--- config.mk ---
export PLATFORM = sky130hd
export DESIGN_NAME = lidar_frame_parser
export DESIGN_NICKNAME = d
export VERILOG_FILES = /design/src/hdl/lfp_pkg.sv /design/src/hdl/lfp_front.sv /design/src/hdl/lfp_queue.sv /design/src/hdl/lfp_back.sv /design/src/hdl/lidar_frame_parser.sv
export SDC_FILE = /design/constraint.sdc
export NUM_CORES = 1
export LEC_CHECK = 0
export BUFFER_PORTS_ARGS = -buffer_cell sky130_fd_sc_hd__buf_2
export CAP_MARGIN = 25
export CORE_AREA = 2 2 163 165
export CTS_BUF_LIST = sky130_fd_sc_hd__clkbuf_8
export DETAILED_ROUTE_END_ITERATION = 6
export DIE_AREA = 0 0 165 167
export SLEW_MARGIN = 0
export SYNTH_ARGS = -nofsm -noshare
export SYNTH_HDL_FRONTEND = slang
export SYNTH_SLANG_ARGS = --single-unit
export TNS_END_PERCENT = 30
--- constraint.sdc ---
create_clock -name clk_i -period 4.29 [get_ports clk_i]
set_input_delay 0.858 -clock clk_i [delete_from_list [all_inputs] [get_ports clk_i]]
set_output_delay 0.858 -clock clk_i [all_outputs]
set_load 0.03 [all_outputs]
--- src/hdl/lfp_pkg.sv ---
package lfp_pkg;

  // Framing constants of the sensor protocol.
  localparam logic [7:0] HEADER_BYTE    = 8'h59;
  localparam int         FRAME_BYTES    = 9;
  localparam int         POS_W          = 4;
  localparam logic [POS_W-1:0] POS_HUNT = POS_W'(0);
  localparam logic [POS_W-1:0] POS_HDR2 = POS_W'(1);
  localparam logic [POS_W-1:0] POS_DLO  = POS_W'(2);
  localparam logic [POS_W-1:0] POS_DHI  = POS_W'(3);
  localparam logic [POS_W-1:0] POS_SLO  = POS_W'(4);
  localparam logic [POS_W-1:0] POS_SHI  = POS_W'(5);
  localparam logic [POS_W-1:0] POS_CSUM = POS_W'(FRAME_BYTES - 1);

  // Result status codes.
  localparam int STATUS_W = 2;
  localparam logic [STATUS_W-1:0] ST_OK        = 2'd0;
  localparam logic [STATUS_W-1:0] ST_BAD_HDR   = 2'd1;
  localparam logic [STATUS_W-1:0] ST_BAD_CSUM  = 2'd2;
  localparam logic [STATUS_W-1:0] ST_NO_TARGET = 2'd3;

  // Configuration register map.
  localparam int CFG_IDX_W  = 2;
  localparam int CFG_DATA_W = 16;
  localparam logic [CFG_IDX_W-1:0] CFG_NO_TARGET = 2'd0;
  localparam logic [CFG_IDX_W-1:0] CFG_BATCH_LEN = 2'd1;

  localparam int BLEN_W = 6;
  localparam logic [15:0]       NO_TARGET_RST = 16'd45000;
  localparam logic [BLEN_W-1:0] BATCH_LEN_RST = 6'd25;

  localparam int MAX_BATCH_DEF = 32;
  localparam int IDX_W         = 5;
  localparam int QUEUE_DEPTH   = 2;

  // Output stream packing.
  localparam int M_TDATA_W = 40;
  localparam int S_TDATA_W = 8;

  // One parsed frame as it travels from the front end to the back end.
  typedef struct packed {
    logic        hdr_fault;
    logic        csum_ok;
    logic [15:0] distance;
    logic [15:0] strength;
  } frame_rec_t;

endpackage

--- src/hdl/lfp_front.sv ---
module lfp_front (
  input  logic                clk_i,
  input  logic                rst_ni,
  input  logic                byte_valid_i,
  output logic                byte_ready_o,
  input  logic [7:0]          byte_i,
  output logic                rec_push_o,
  output lfp_pkg::frame_rec_t rec_o,
  input  logic                rec_full_i
);
  import lfp_pkg::*;

  logic [POS_W-1:0] pos_q, pos_d;
  logic [7:0]       sum_q, sum_d;
  logic             fault_q, fault_d;
  logic [15:0]      dist_q, dist_d;
  logic [15:0]      str_q, str_d;
  logic             accept;

  // Bytes are refused only while the queue towards the back end is full.
  assign byte_ready_o = ~rec_full_i;
  assign accept       = byte_valid_i & byte_ready_o;

  always_comb begin
    pos_d   = pos_q;
    sum_d   = sum_q;
    fault_d = fault_q;
    dist_d  = dist_q;
    str_d   = str_q;
    if (accept) begin
      if (pos_q == POS_HUNT) begin
        if (byte_i == HEADER_BYTE) begin
          sum_d   = byte_i;
          fault_d = 1'b0;
          pos_d   = POS_HDR2;
        end
      end else if (pos_q == POS_CSUM) begin
        pos_d = POS_HUNT;
      end else begin
        case (pos_q)
          POS_HDR2: fault_d = (byte_i != HEADER_BYTE);
          POS_DLO:  dist_d[7:0]  = byte_i;
          POS_DHI:  dist_d[15:8] = byte_i;
          POS_SLO:  str_d[7:0]   = byte_i;
          POS_SHI:  str_d[15:8]  = byte_i;
          default:  ;
        endcase
        sum_d = sum_q + byte_i;
        pos_d = pos_q + POS_W'(1);
      end
    end
  end

  assign rec_push_o      = accept & (pos_q == POS_CSUM);
  assign rec_o.hdr_fault = fault_q;
  assign rec_o.csum_ok   = (byte_i == sum_q);
  assign rec_o.distance  = dist_q;
  assign rec_o.strength  = str_q;

  always_ff @(posedge clk_i or negedge rst_ni) begin
    if (!rst_ni) begin
      pos_q   <= POS_HUNT;
      sum_q   <= '0;
      fault_q <= 1'b0;
    end else begin
      pos_q   <= pos_d;
      sum_q   <= sum_d;
      fault_q <= fault_d;
    end
  end

  always_ff @(posedge clk_i) begin
    dist_q <= dist_d;
    str_q  <= str_d;
  end

  a_pos_range: assert property (@(posedge clk_i) disable iff (!rst_ni)
    pos_q <= POS_CSUM)
    else $error("frame position ran past the checksum byte");

endmodule

--- src/hdl/lfp_queue.sv ---
module lfp_queue #(
  parameter int Depth = lfp_pkg::QUEUE_DEPTH
) (
  input  logic                clk_i,
  input  logic                rst_ni,
  input  logic                push_i,
  input  lfp_pkg::frame_rec_t data_i,
  output logic                full_o,
  input  logic                pop_i,
  output logic                valid_o,
  output lfp_pkg::frame_rec_t data_o
);
  import lfp_pkg::*;

  localparam int PtrW = (Depth > 1) ? $clog2(Depth) : 1;
  localparam int CntW = $clog2(Depth + 1);

  frame_rec_t        mem_q [Depth];
  logic [PtrW-1:0]   wr_ptr_q, rd_ptr_q;
  logic [CntW-1:0]   count_q;
  logic              do_push, do_pop;

  assign full_o  = (count_q == CntW'(Depth));
  assign valid_o = (count_q != '0);
  assign do_push = push_i & ~full_o;
  assign do_pop  = pop_i & valid_o;
  assign data_o  = mem_q[rd_ptr_q];

  function automatic logic [PtrW-1:0] ptr_next(input logic [PtrW-1:0] p);
    ptr_next = (p == PtrW'(Depth - 1)) ? '0 : p + PtrW'(1);
  endfunction

  always_ff @(posedge clk_i) begin
    if (do_push) begin
      mem_q[wr_ptr_q] <= data_i;
    end
  end

  always_ff @(posedge clk_i or negedge rst_ni) begin
    if (!rst_ni) begin
      wr_ptr_q <= '0;
      rd_ptr_q <= '0;
      count_q  <= '0;
    end else begin
      if (do_push) wr_ptr_q <= ptr_next(wr_ptr_q);
      if (do_pop)  rd_ptr_q <= ptr_next(rd_ptr_q);
      if (do_push && !do_pop) begin
        count_q <= count_q + CntW'(1);
      end else if (do_pop && !do_push) begin
        count_q <= count_q - CntW'(1);
      end
    end
  end

  a_count_bound: assert property (@(posedge clk_i) disable iff (!rst_ni)
    count_q <= CntW'(Depth))
    else $error("queue fill level exceeds its depth");

endmodule

--- src/hdl/lfp_back.sv ---
module lfp_back #(
  parameter int MaxBatch = lfp_pkg::MAX_BATCH_DEF
) (
  input  logic                             clk_i,
  input  logic                             rst_ni,
  input  logic                             cfg_valid_i,
  input  logic [lfp_pkg::CFG_IDX_W-1:0]    cfg_index_i,
  input  logic [lfp_pkg::CFG_DATA_W-1:0]   cfg_data_i,
  input  logic                             rec_valid_i,
  input  lfp_pkg::frame_rec_t              rec_i,
  output logic                             rec_pop_o,
  output logic                             out_valid_o,
  input  logic                             out_ready_i,
  output logic [lfp_pkg::STATUS_W-1:0]     out_status_o,
  output logic [15:0]                      out_distance_o,
  output logic [15:0]                      out_strength_o,
  output logic [lfp_pkg::IDX_W-1:0]        out_index_o,
  output logic                             out_last_o
);
  import lfp_pkg::*;

  localparam int CntW = $clog2(MaxBatch);
  localparam int LenW = $clog2(MaxBatch + 1);
  localparam int CmpW = (LenW > BLEN_W) ? LenW : BLEN_W;

  logic [15:0]       marker_q;
  logic [BLEN_W-1:0] blen_q;
  logic [CntW-1:0]   count_q, count_d;

  logic                valid_q;
  logic [STATUS_W-1:0] status_q, status_d;
  logic [15:0]         dist_q, dist_d;
  logic [15:0]         str_q, str_d;
  logic [IDX_W-1:0]    index_q, index_d;
  logic                last_q, last_d;

  logic [CmpW-1:0]       len;
  logic [CmpW-1:0]       cnt_inc;
  logic [CntW+IDX_W-1:0] cnt_ext;

  // The output register is free when empty or when it is taken this cycle.
  assign rec_pop_o = rec_valid_i & (~valid_q | out_ready_i);

  always_comb begin
    len = CmpW'(blen_q);
    if (blen_q == '0) len = CmpW'(1);
    if (len > CmpW'(MaxBatch)) len = CmpW'(MaxBatch);
  end

  assign cnt_inc = CmpW'(count_q) + CmpW'(1);
  assign cnt_ext = {{IDX_W{1'b0}}, count_q};

  always_comb begin
    count_d  = count_q;
    status_d = ST_OK;
    dist_d   = '0;
    str_d    = '0;
    index_d  = '0;
    last_d   = 1'b0;
    if (rec_i.hdr_fault) begin
      status_d = ST_BAD_HDR;
    end else if (!rec_i.csum_ok) begin
      status_d = ST_BAD_CSUM;
    end else if (rec_i.distance == marker_q) begin
      status_d = ST_NO_TARGET;
      dist_d   = rec_i.distance;
      str_d    = rec_i.strength;
    end else begin
      dist_d  = rec_i.distance;
      str_d   = rec_i.strength;
      index_d = cnt_ext[IDX_W-1:0];
      if (cnt_inc >= len) begin
        last_d  = 1'b1;
        count_d = '0;
      end else begin
        count_d = count_q + CntW'(1);
      end
    end
  end

  always_ff @(posedge clk_i or negedge rst_ni) begin
    if (!rst_ni) begin
      marker_q <= NO_TARGET_RST;
      blen_q   <= BATCH_LEN_RST;
      count_q  <= '0;
      valid_q  <= 1'b0;
    end else begin
      if (cfg_valid_i && cfg_index_i == CFG_NO_TARGET) marker_q <= cfg_data_i;
      if (cfg_valid_i && cfg_index_i == CFG_BATCH_LEN) blen_q <= cfg_data_i[BLEN_W-1:0];
      if (rec_pop_o) begin
        count_q <= count_d;
        valid_q <= 1'b1;
      end else if (out_ready_i) begin
        valid_q <= 1'b0;
      end
    end
  end

  always_ff @(posedge clk_i) begin
    if (rec_pop_o) begin
      status_q <= status_d;
      dist_q   <= dist_d;
      str_q    <= str_d;
      index_q  <= index_d;
      last_q   <= last_d;
    end
  end

  assign out_valid_o    = valid_q;
  assign out_status_o   = status_q;
  assign out_distance_o = dist_q;
  assign out_strength_o = str_q;
  assign out_index_o    = index_q;
  assign out_last_o     = last_q;

  a_err_no_batch: assert property (@(posedge clk_i) disable iff (!rst_ni)
    valid_q && status_q != ST_OK |-> index_q == '0 && !last_q)
    else $error("a frame that is not ok carries batch information");

  a_count_bound: assert property (@(posedge clk_i) disable iff (!rst_ni)
    CmpW'(count_q) < CmpW'(MaxBatch))
    else $error("batch counter reached the batch limit");

  a_err_keeps_count: assert property (@(posedge clk_i) disable iff (!rst_ni)
    rec_pop_o && status_d != ST_OK |=> $stable(count_q))
    else $error("a rejected frame moved the batch counter");

endmodule

--- src/hdl/lidar_frame_parser.sv ---
// Channel   | Direction | Handshake                     | Payload
// ----------+-----------+-------------------------------+--------------------------------
// byte in   | in        | s_axis_tvalid / s_axis_tready | s_axis_tdata: rx_byte
// result    | out       | m_axis_tvalid / m_axis_tready | tdata, tuser, tlast (see ports)
// config    | in        | cfg_valid_i / cfg_ready_o     | cfg_index_i, cfg_data_i
//
// One byte item is taken per clock cycle unless the input stalls; a frame of nine bytes
// is written into the queue as its checksum byte is taken and moves on into the output
// register once that register is free. Reset is asynchronous and active low; no
// clearing pass follows it, so the block is ready as soon as reset is released. The
// input stalls only when the two-entry frame queue is full, which happens only while
// the result output is held.
module lidar_frame_parser #(
  parameter int MAX_BATCH = lfp_pkg::MAX_BATCH_DEF
) (
  input  logic                             clk_i,
  input  logic                             rst_ni,
  // Received bytes: [7:0] rx_byte.
  input  logic                             s_axis_tvalid,
  output logic                             s_axis_tready,
  input  logic [lfp_pkg::S_TDATA_W-1:0]    s_axis_tdata,
  // Results. tdata: [15:0] distance, [31:16] signal_strength, [36:32] sample_index,
  // [39:37] zero. tuser: [1:0] frame_status. tlast: batch_end.
  output logic                             m_axis_tvalid,
  input  logic                             m_axis_tready,
  output logic [lfp_pkg::M_TDATA_W-1:0]    m_axis_tdata,
  output logic [lfp_pkg::STATUS_W-1:0]     m_axis_tuser,
  output logic                             m_axis_tlast,
  // Register writes: index 0 is the no-target marker, index 1 the batch length.
  input  logic                             cfg_valid_i,
  output logic                             cfg_ready_o,
  input  logic [lfp_pkg::CFG_IDX_W-1:0]    cfg_index_i,
  input  logic [lfp_pkg::CFG_DATA_W-1:0]   cfg_data_i
);
  import lfp_pkg::*;

  frame_rec_t       push_rec, pop_rec;
  logic             push, full, pop, rec_valid;
  logic [15:0]      distance, strength;
  logic [IDX_W-1:0] sample_index;

  // The front end follows the byte position within a frame, keeps the running
  // checksum and captures the distance and strength bytes. On the checksum byte it
  // hands one frame item to the queue.
  lfp_front u_front (
    .clk_i        (clk_i),
    .rst_ni       (rst_ni),
    .byte_valid_i (s_axis_tvalid),
    .byte_ready_o (s_axis_tready),
    .byte_i       (s_axis_tdata),
    .rec_push_o   (push),
    .rec_o        (push_rec),
    .rec_full_i   (full)
  );

  lfp_queue #(
    .Depth (QUEUE_DEPTH)
  ) u_queue (
    .clk_i   (clk_i),
    .rst_ni  (rst_ni),
    .push_i  (push),
    .data_i  (push_rec),
    .full_o  (full),
    .pop_i   (pop),
    .valid_o (rec_valid),
    .data_o  (pop_rec)
  );

  // The back end grades each frame, runs the batch counter and holds the result in
  // the output register until the sink takes it.
  lfp_back #(
    .MaxBatch (MAX_BATCH)
  ) u_back (
    .clk_i          (clk_i),
    .rst_ni         (rst_ni),
    .cfg_valid_i    (cfg_valid_i),
    .cfg_index_i    (cfg_index_i),
    .cfg_data_i     (cfg_data_i),
    .rec_valid_i    (rec_valid),
    .rec_i          (pop_rec),
    .rec_pop_o      (pop),
    .out_valid_o    (m_axis_tvalid),
    .out_ready_i    (m_axis_tready),
    .out_status_o   (m_axis_tuser),
    .out_distance_o (distance),
    .out_strength_o (strength),
    .out_index_o    (sample_index),
    .out_last_o     (m_axis_tlast)
  );

  // Register writes are always taken.
  assign cfg_ready_o  = 1'b1;
  assign m_axis_tdata = {3'b000, sample_index, strength, distance};

endmodule

; ---- After elaboration in Yosys (flattened, before gate mapping)
; Memories as Yosys holds them, arrays and structs flattened.
; Index checks and enable logic that the tools add are counted.
[word_totals]
mem_count = 1
mem_bits_rw = 68
register_bits = 117
in_bits = 31
out_inout_bits = 46
mem_bits_ro = 0
wordCells = 104
latch_bits = 0
[mem_list]
columns = name, depth, width, rd, rd_ports_with_merged_regs, wr, line_no
row1 = u_queue.mem_q, 2, 34, 1, 0, 1, lfp_queue.sv:18  ; frame_rec_t mem_q [Depth];
[op_classes]
eq_ne = 14
n_reduce_logical = 23
order_cmp = 2
div_mod_pow = 0
bitwise = 13
mux = 24
addsub = 8
shift = 0
mul = 0
[ops]
columns = cell, n
row1 = $mux 8, 3
row2 = $reduce_and 4->1, 6
row3 = $eq 16x16->1, 1
row4 = $mux 4, 3
row5 = $mux 6, 2
row6 = $mux 1, 11
row7 = $add 8x8->8, 1
row8 = $eq 4x2->1 const B, 2
row9 = $eq 4x3->1 const B, 2
row10 = $eq 8x7->1 const B, 1
row11 = $eq 8x8->1, 1
row12 = $mux 2, 4
row13 = $ne 8x7->1 const B, 1
row14 = $reduce_bool 2->1, 4
row15 = $not 1->1, 7
row16 = $add 5x1->6 const B, 1
row17 = $ge 6x6->1, 1
row18 = $gt 6x6->1 const B, 1
row19 = $logic_not 6->1, 1
row20 = $add 5x1->5 const B, 1
row21 = $and 1x1->1, 5
row22 = $mux 5, 1
row23 = $add 4x1->4 const B, 1
row24 = $eq 4x1->1 const B, 1
row25 = other kinds (17), 22

; ---- Logic depth before layout (Yosys ltp)
[depth]
word_depth = 9
ltp_mapped = 10
depth_no_buf = 10

; ---- By module
; A second synthesis with hierarchy kept.
[hier_totals]
cells_unflattened = 509
area_unflattened_um2 = 7941.4
[modules_own_cells]
columns = module, cells_each, instances, area_per_inst_um2, seq_area_each_um2
row1 = lfp_back, 210, 1, 2980.4, 1916.8
row2 = lfp_queue, 125, 1, 2805.2, 2142.1
row3 = lfp_front, 168, 1, 2118.3, 1286.2
row4 = lidar_frame_parser, 6, 1, 37.5, 0.0

; ---- Least setup slack after synthesis
; OpenSTA, ideal clock, no wires.
[synth_path]
path_type = flip-flop to flip-flop
startpoint = register u_front.pos_q[0]
endpoint = memory u_queue.mem_q[0][0] (netlist bit) (enable)
path_stages_with_launch = 7
synth_period_minus_slack_ns = 3.012
slack_ns = 1.278
setup_time_ns = 0.425
t_required_ns = 3.865
path_buffers = 0
t_arrival_ns = 2.586
path_cell_list = dfrtp_1 -> inv_1 -> ha_1 -> nand2b_1 -> nor2_1 -> nand2_1 -> nor2_1
[synth_via]
elab_chain_len = 5
[synth_rtl]
columns = item, line_no
row1 = from (decl), lfp_front.sv:13  ; logic [POS_W-1:0] pos_q, pos_d;
row2 = from (signal assigned), lfp_front.sv:66  ; pos_q <= pos_d;
row3 = $eq 4x4->1, lfp_front.sv:54  ; assign rec_push_o = accept & (pos_q == POS_CSUM);
row4 = $and 1x1->1, lfp_front.sv:54
row5 = $and 1x1->1, lfp_queue.sv:25  ; assign do_push = push_i & ~full_o;
row6 = $mux 1, lfp_queue.sv:34  ; if (do_push) begin
row7 = $mux 1 (implied by the code), lfp_queue.sv:35  ; mem_q[wr_ptr_q] <= data_i;
row8 = to (decl), lfp_queue.sv:18
; Every way passes these cells.

; ---- Worst setup path after layout
[layout_path]
startpoint = register u_queue.rd_ptr_q
endpoint = register u_back.index_q[1] (netlist: u_back.out_index_o[1]) (data pin)
[layout_via]
elab_chain_len = 3
word_cells_on_any_way = 4
classes_between = eq/ne: 1 / bitwise: 1 / reduce/logical: 1 / memory: 1
[layout_rtl]
columns = item, line_no
row1 = from (decl), lfp_queue.sv:19  ; logic [PtrW-1:0] wr_ptr_q, rd_ptr_q;
row2 = from (signal assigned), lfp_queue.sv:46  ; if (do_pop) rd_ptr_q <= ptr_next(rd_ptr_q);
row3 = $mem_v2 2x34 *, n/a
row4 = $eq 16x16->1 or $not 1->1 (tied branches), n/a
row5 = $reduce_or 3->1 (no source line) *, n/a
row6 = to (signal assigned), lfp_back.sv:104  ; index_q <= index_d;
row7 = to (decl), lfp_back.sv:34  ; logic [IDX_W-1:0] index_q, index_d;
; Mark *: on every way between the ends. The rest lies on a longest branch, timed or not.
; A chain may end at the register's enable or synchronous reset.

==> results.cfg <==
[run_status]
status = finished clean

[placement]
dp.final_hpwl_um = 10000
io_buffers = 72
gp_congestion = 0.788

[clocking]
cts_made_buffers = 17
insertion_delay_ns = 0.46
clock_sinks = 185
cts_max_path_buffers = 2
root_buffer = clkbuf_8
cts_tree = yes
post_cts.resized_instances = 0
post-cts-setup-buffer-count = 0
ctsHoldBuffers = 0
cts.reportedPaths.clkPinSlew_ns = 0.10
htree_levels = 4

[global_routing]
grt_pass1_wl_um = 22500
grt_antenna_before_repair = 2
grt_pass1_vias = 4070
grt_start_max_net_pins = 35
grt_util_all_layers_pct = 10.8
overflow = 0

[yosys]
synth_area_per_cell_um2 = 15.1
synth-edff-count = 140
yosysWarnings = 0
syn-instance-count = 504
synth_top_area_share_pct = 55.2
yosys.area.top_type = edfxtp_1
ys_seq_elements = 185
synthesis.area_mm2 = 0.00761
async_flop_share_pct = 24.3
synth.distinct_cells = 55
ys_seq_area_share_pct = 70.2
synth.area.top_cells = edfxtp_1 (55%), dfrtp_1 (11%), mux2i_1 (4.3%), dfstp_2 (4.1%), ha_1 (3.1%)
synth_ff_type = edfxtp_1

[critical_path]
worstPathMaxFanout = 18
path_class = flop to flop
arrival_ns = 2.93
r2r_slack_ns = 1.59
worst_setup_path_end_kind = flop
cp.required_ns = 4.51
cp-start-kind = flop
r2r_start = u_queue.rd_ptr_q$_DFFE_PN0P_
timing.rr.end = u_back.out_index_o[1]$_SDFFCE_PP0P_
worst_r2r_path_depth = 6

[finish]
nFillCells = 2464
drive_gt1_share_pct = 24.8
antenna_cells = 0
ff_latch_area_mm2 = 0.00535
multiInputGateArea_mm2 = 0.00213
area.growth.synth_to_final_pct = 15.3
fin_nets = 639

[pwr]
swShare_pct = 36.1
power.internal_mw = 3.51
power_switching_mw = 1.99
seq_power_share_pct = 47.5
p_leak_nw = 3.37
combPwrFrac_pct = 31.7
vdd_drop_max_uv = 331
p_clk_share_pct = 20.8
cellPowerDensity_mw_per_mm2 = 626
power_mw = 5.50

[route]
drcViolationCount = 0
drtIter0Drc = 240
wl_um = 14500
firstDrtPassIters = 4
viasPerCell = 4.37
wire_per_inst_um = 15.5
drtAntennaViolNets = 0
num_vias = 4093

[floorplan]
rows = 59
core_mm2 = 0.0258
die_w_um = 165
die_h_um = 167
die-area_mm2 = 0.0276
start_util_pct = 29.6
ios = 77

[timing]
worst_slew_pin_slew_ns = 0.742
hold_viol_final = 0
max-slew-margin-rel_pct = 50.5
layout_min_cycle_time_ns = 2.70
fmax_mhz = 370
setup_violations = 0
fin_tns_setup_ns = 0
period_share_pct = 63.0
rsz0062_at_grt = false
drv_slew = 0
fin_worst_skew_ns = 0.0142

[run]
drv_cap = 0

[hold_path]
hp-class = primary input to asynchronous set/reset pin
-- cell type report --
| cell class | count | share of cell area, % |
|---|---|---|
| repair buffers | 80 | 4.93 |
| flip-flops and latches | 185 | 60.9 |
| multi-input cells | 288 | 24.3 |
| well taps | 335 | 4.77 |
| clock inverters | 15 | 1.78 |
| clock buffers | 17 | 2.66 |
| inverters | 16 | 0.684 |
-- registers in the layout, summed over array words and instances, names as in the netlist, 5 cells and up --
| register | flops |
|---|---|
| u_back.count_q | 5 |
| u_back.blen_q | 6 |
| u_back.marker_q | 16 |
| u_queue.mem_q | 68 |
| u_front.dist_q | 16 |
| u_front.sum_q | 8 |
| u_back.out_strength_o | 16 |
| u_back.out_index_o | 5 |
| u_back.out_distance_o | 16 |
| u_front.str_q | 16 |
-- power groups by stage --
stage	combinational, mW	clock (mW)	sequential [mW]
4_1_cts	1.77	1.18	2.62
5_1_grt	1.92	1.25	2.66
2_1_floorplan	1.06	0	2.87
3_3_place_gp	1.68	0	2.70
3_5_place_dp	1.77	0	2.65
6_report	1.74	1.15	2.61
-- cell families after synthesis --
logic type | count (synthesis) | share of synthesized area (%)
multiplexers | 61 | 8.58
AND/OR/NAND/NOR | 128 | 8.46
buffers and inverters | 33 | 2.00
other | 2 | 0.0986
AO/OA/AOI/OAI | 49 | 4.29
XOR/XNOR | 26 | 2.99
flip-flops | 185 | 70.2
adder cells (fa/ha/maj) | 20 | 3.38
-- layout by cell type (no fill, tap or decap), types with 3 or more instances in the layout --
cell type and count:
edfxtp_1 140, buf_2 72, nor2_1 54, mux2i_1 33, dfrtp_1 32, nand2_1 21
xnor2_1 21, ha_1 19, clkbuf_8 17, inv_1 15, mux2_2 13, mux2_1 12
dfstp_2 12, a21oi_1 11, and2_1 9, and3_1 8, nand2b_1 8, buf_4 7
o21ai_1 6, nor2b_1 6, o21ai_0 6, xor2_1 5, nor4_2 4, a211oi_1 4
nor3_1 4, conb_1 4, clkinv_4 4, inv_6 4, inv_8 4, nor4_1 3
mux2i_2 3, a21o_1 3
-- worst max-delay path, cell delays in order, from the launching register on --
cell and delay (ns):
dfrtp_2 0.76, mux2i_2 0.33, xnor2_1 0.11, nor4_2 0.38, nand4_2 0.34, nor2b_1 0.30, and2_1 0.23
-- worst max-delay path by stage --
| stage | from | endpoint | slack [ns] | depth (start not counted) |
|---|---|---|---|---|
| 2_1_floorplan | u_front.pos_q[0]$_DFFE_PN0P_ | u_queue.mem_q[0][0]$_DFFE_PP_ | 1.28 | 6 |
| 3_3_place_gp | u_queue.rd_ptr_q$_DFFE_PN0P_ | u_back.out_index_o[4]$_SDFFCE_PP0P_ | 1.22 | 6 |
| 3_5_place_dp | s_axis_tdata[1] | u_front.sum_q[7]$_DFFE_PN0P_ | 1.44 | 8 |
| 4_1_cts | u_queue.rd_ptr_q$_DFFE_PN0P_ | u_back.out_index_o[1]$_SDFFCE_PP0P_ | 1.56 | 6 |
| 5_1_grt | u_queue.rd_ptr_q$_DFFE_PN0P_ | u_back.out_index_o[1]$_SDFFCE_PP0P_ | 1.46 | 6 |
| 6_report | u_queue.rd_ptr_q$_DFFE_PN0P_ | u_back.out_index_o[1]$_SDFFCE_PP0P_ | 1.59 | 6 |
-- per-stage QoR --
step	hold slack (ns)	utilization [%]	setup WS, ns	area [um^2]	instances
floorplan	0.421	-	1.28	7620	506
global placement	0.422	32.5	1.22	8370	903
detailed placement	0.429	32.6	1.44	8390	904
CTS	0.380	34.1	1.56	8780	936
global route	0.393	34.1	1.46	8780	936
finish	0.377	34.1	1.59	8780	936
-- routing by layer --
metal	vias up	wire [um]	global-route usage, %
li1	2003	-	-
met1	1995	6780	14.4
met2	75	6810	17.0
met3	16	723	3.69
met4	4	130	2.72
met5	-	23	0
-- synthesized netlist by cell type (11+ instances only) --
master    instances
inv_1            16
dfstp_2          12
mux2i_1          33
xnor2_1          21
nand2_1          21
mux2_2           13
ha_1             19
mux2_1           12
dfrtp_1          33
nor2_1           55
edfxtp_1        140
a21oi_1          11
(Power assumes the default switching activity.)
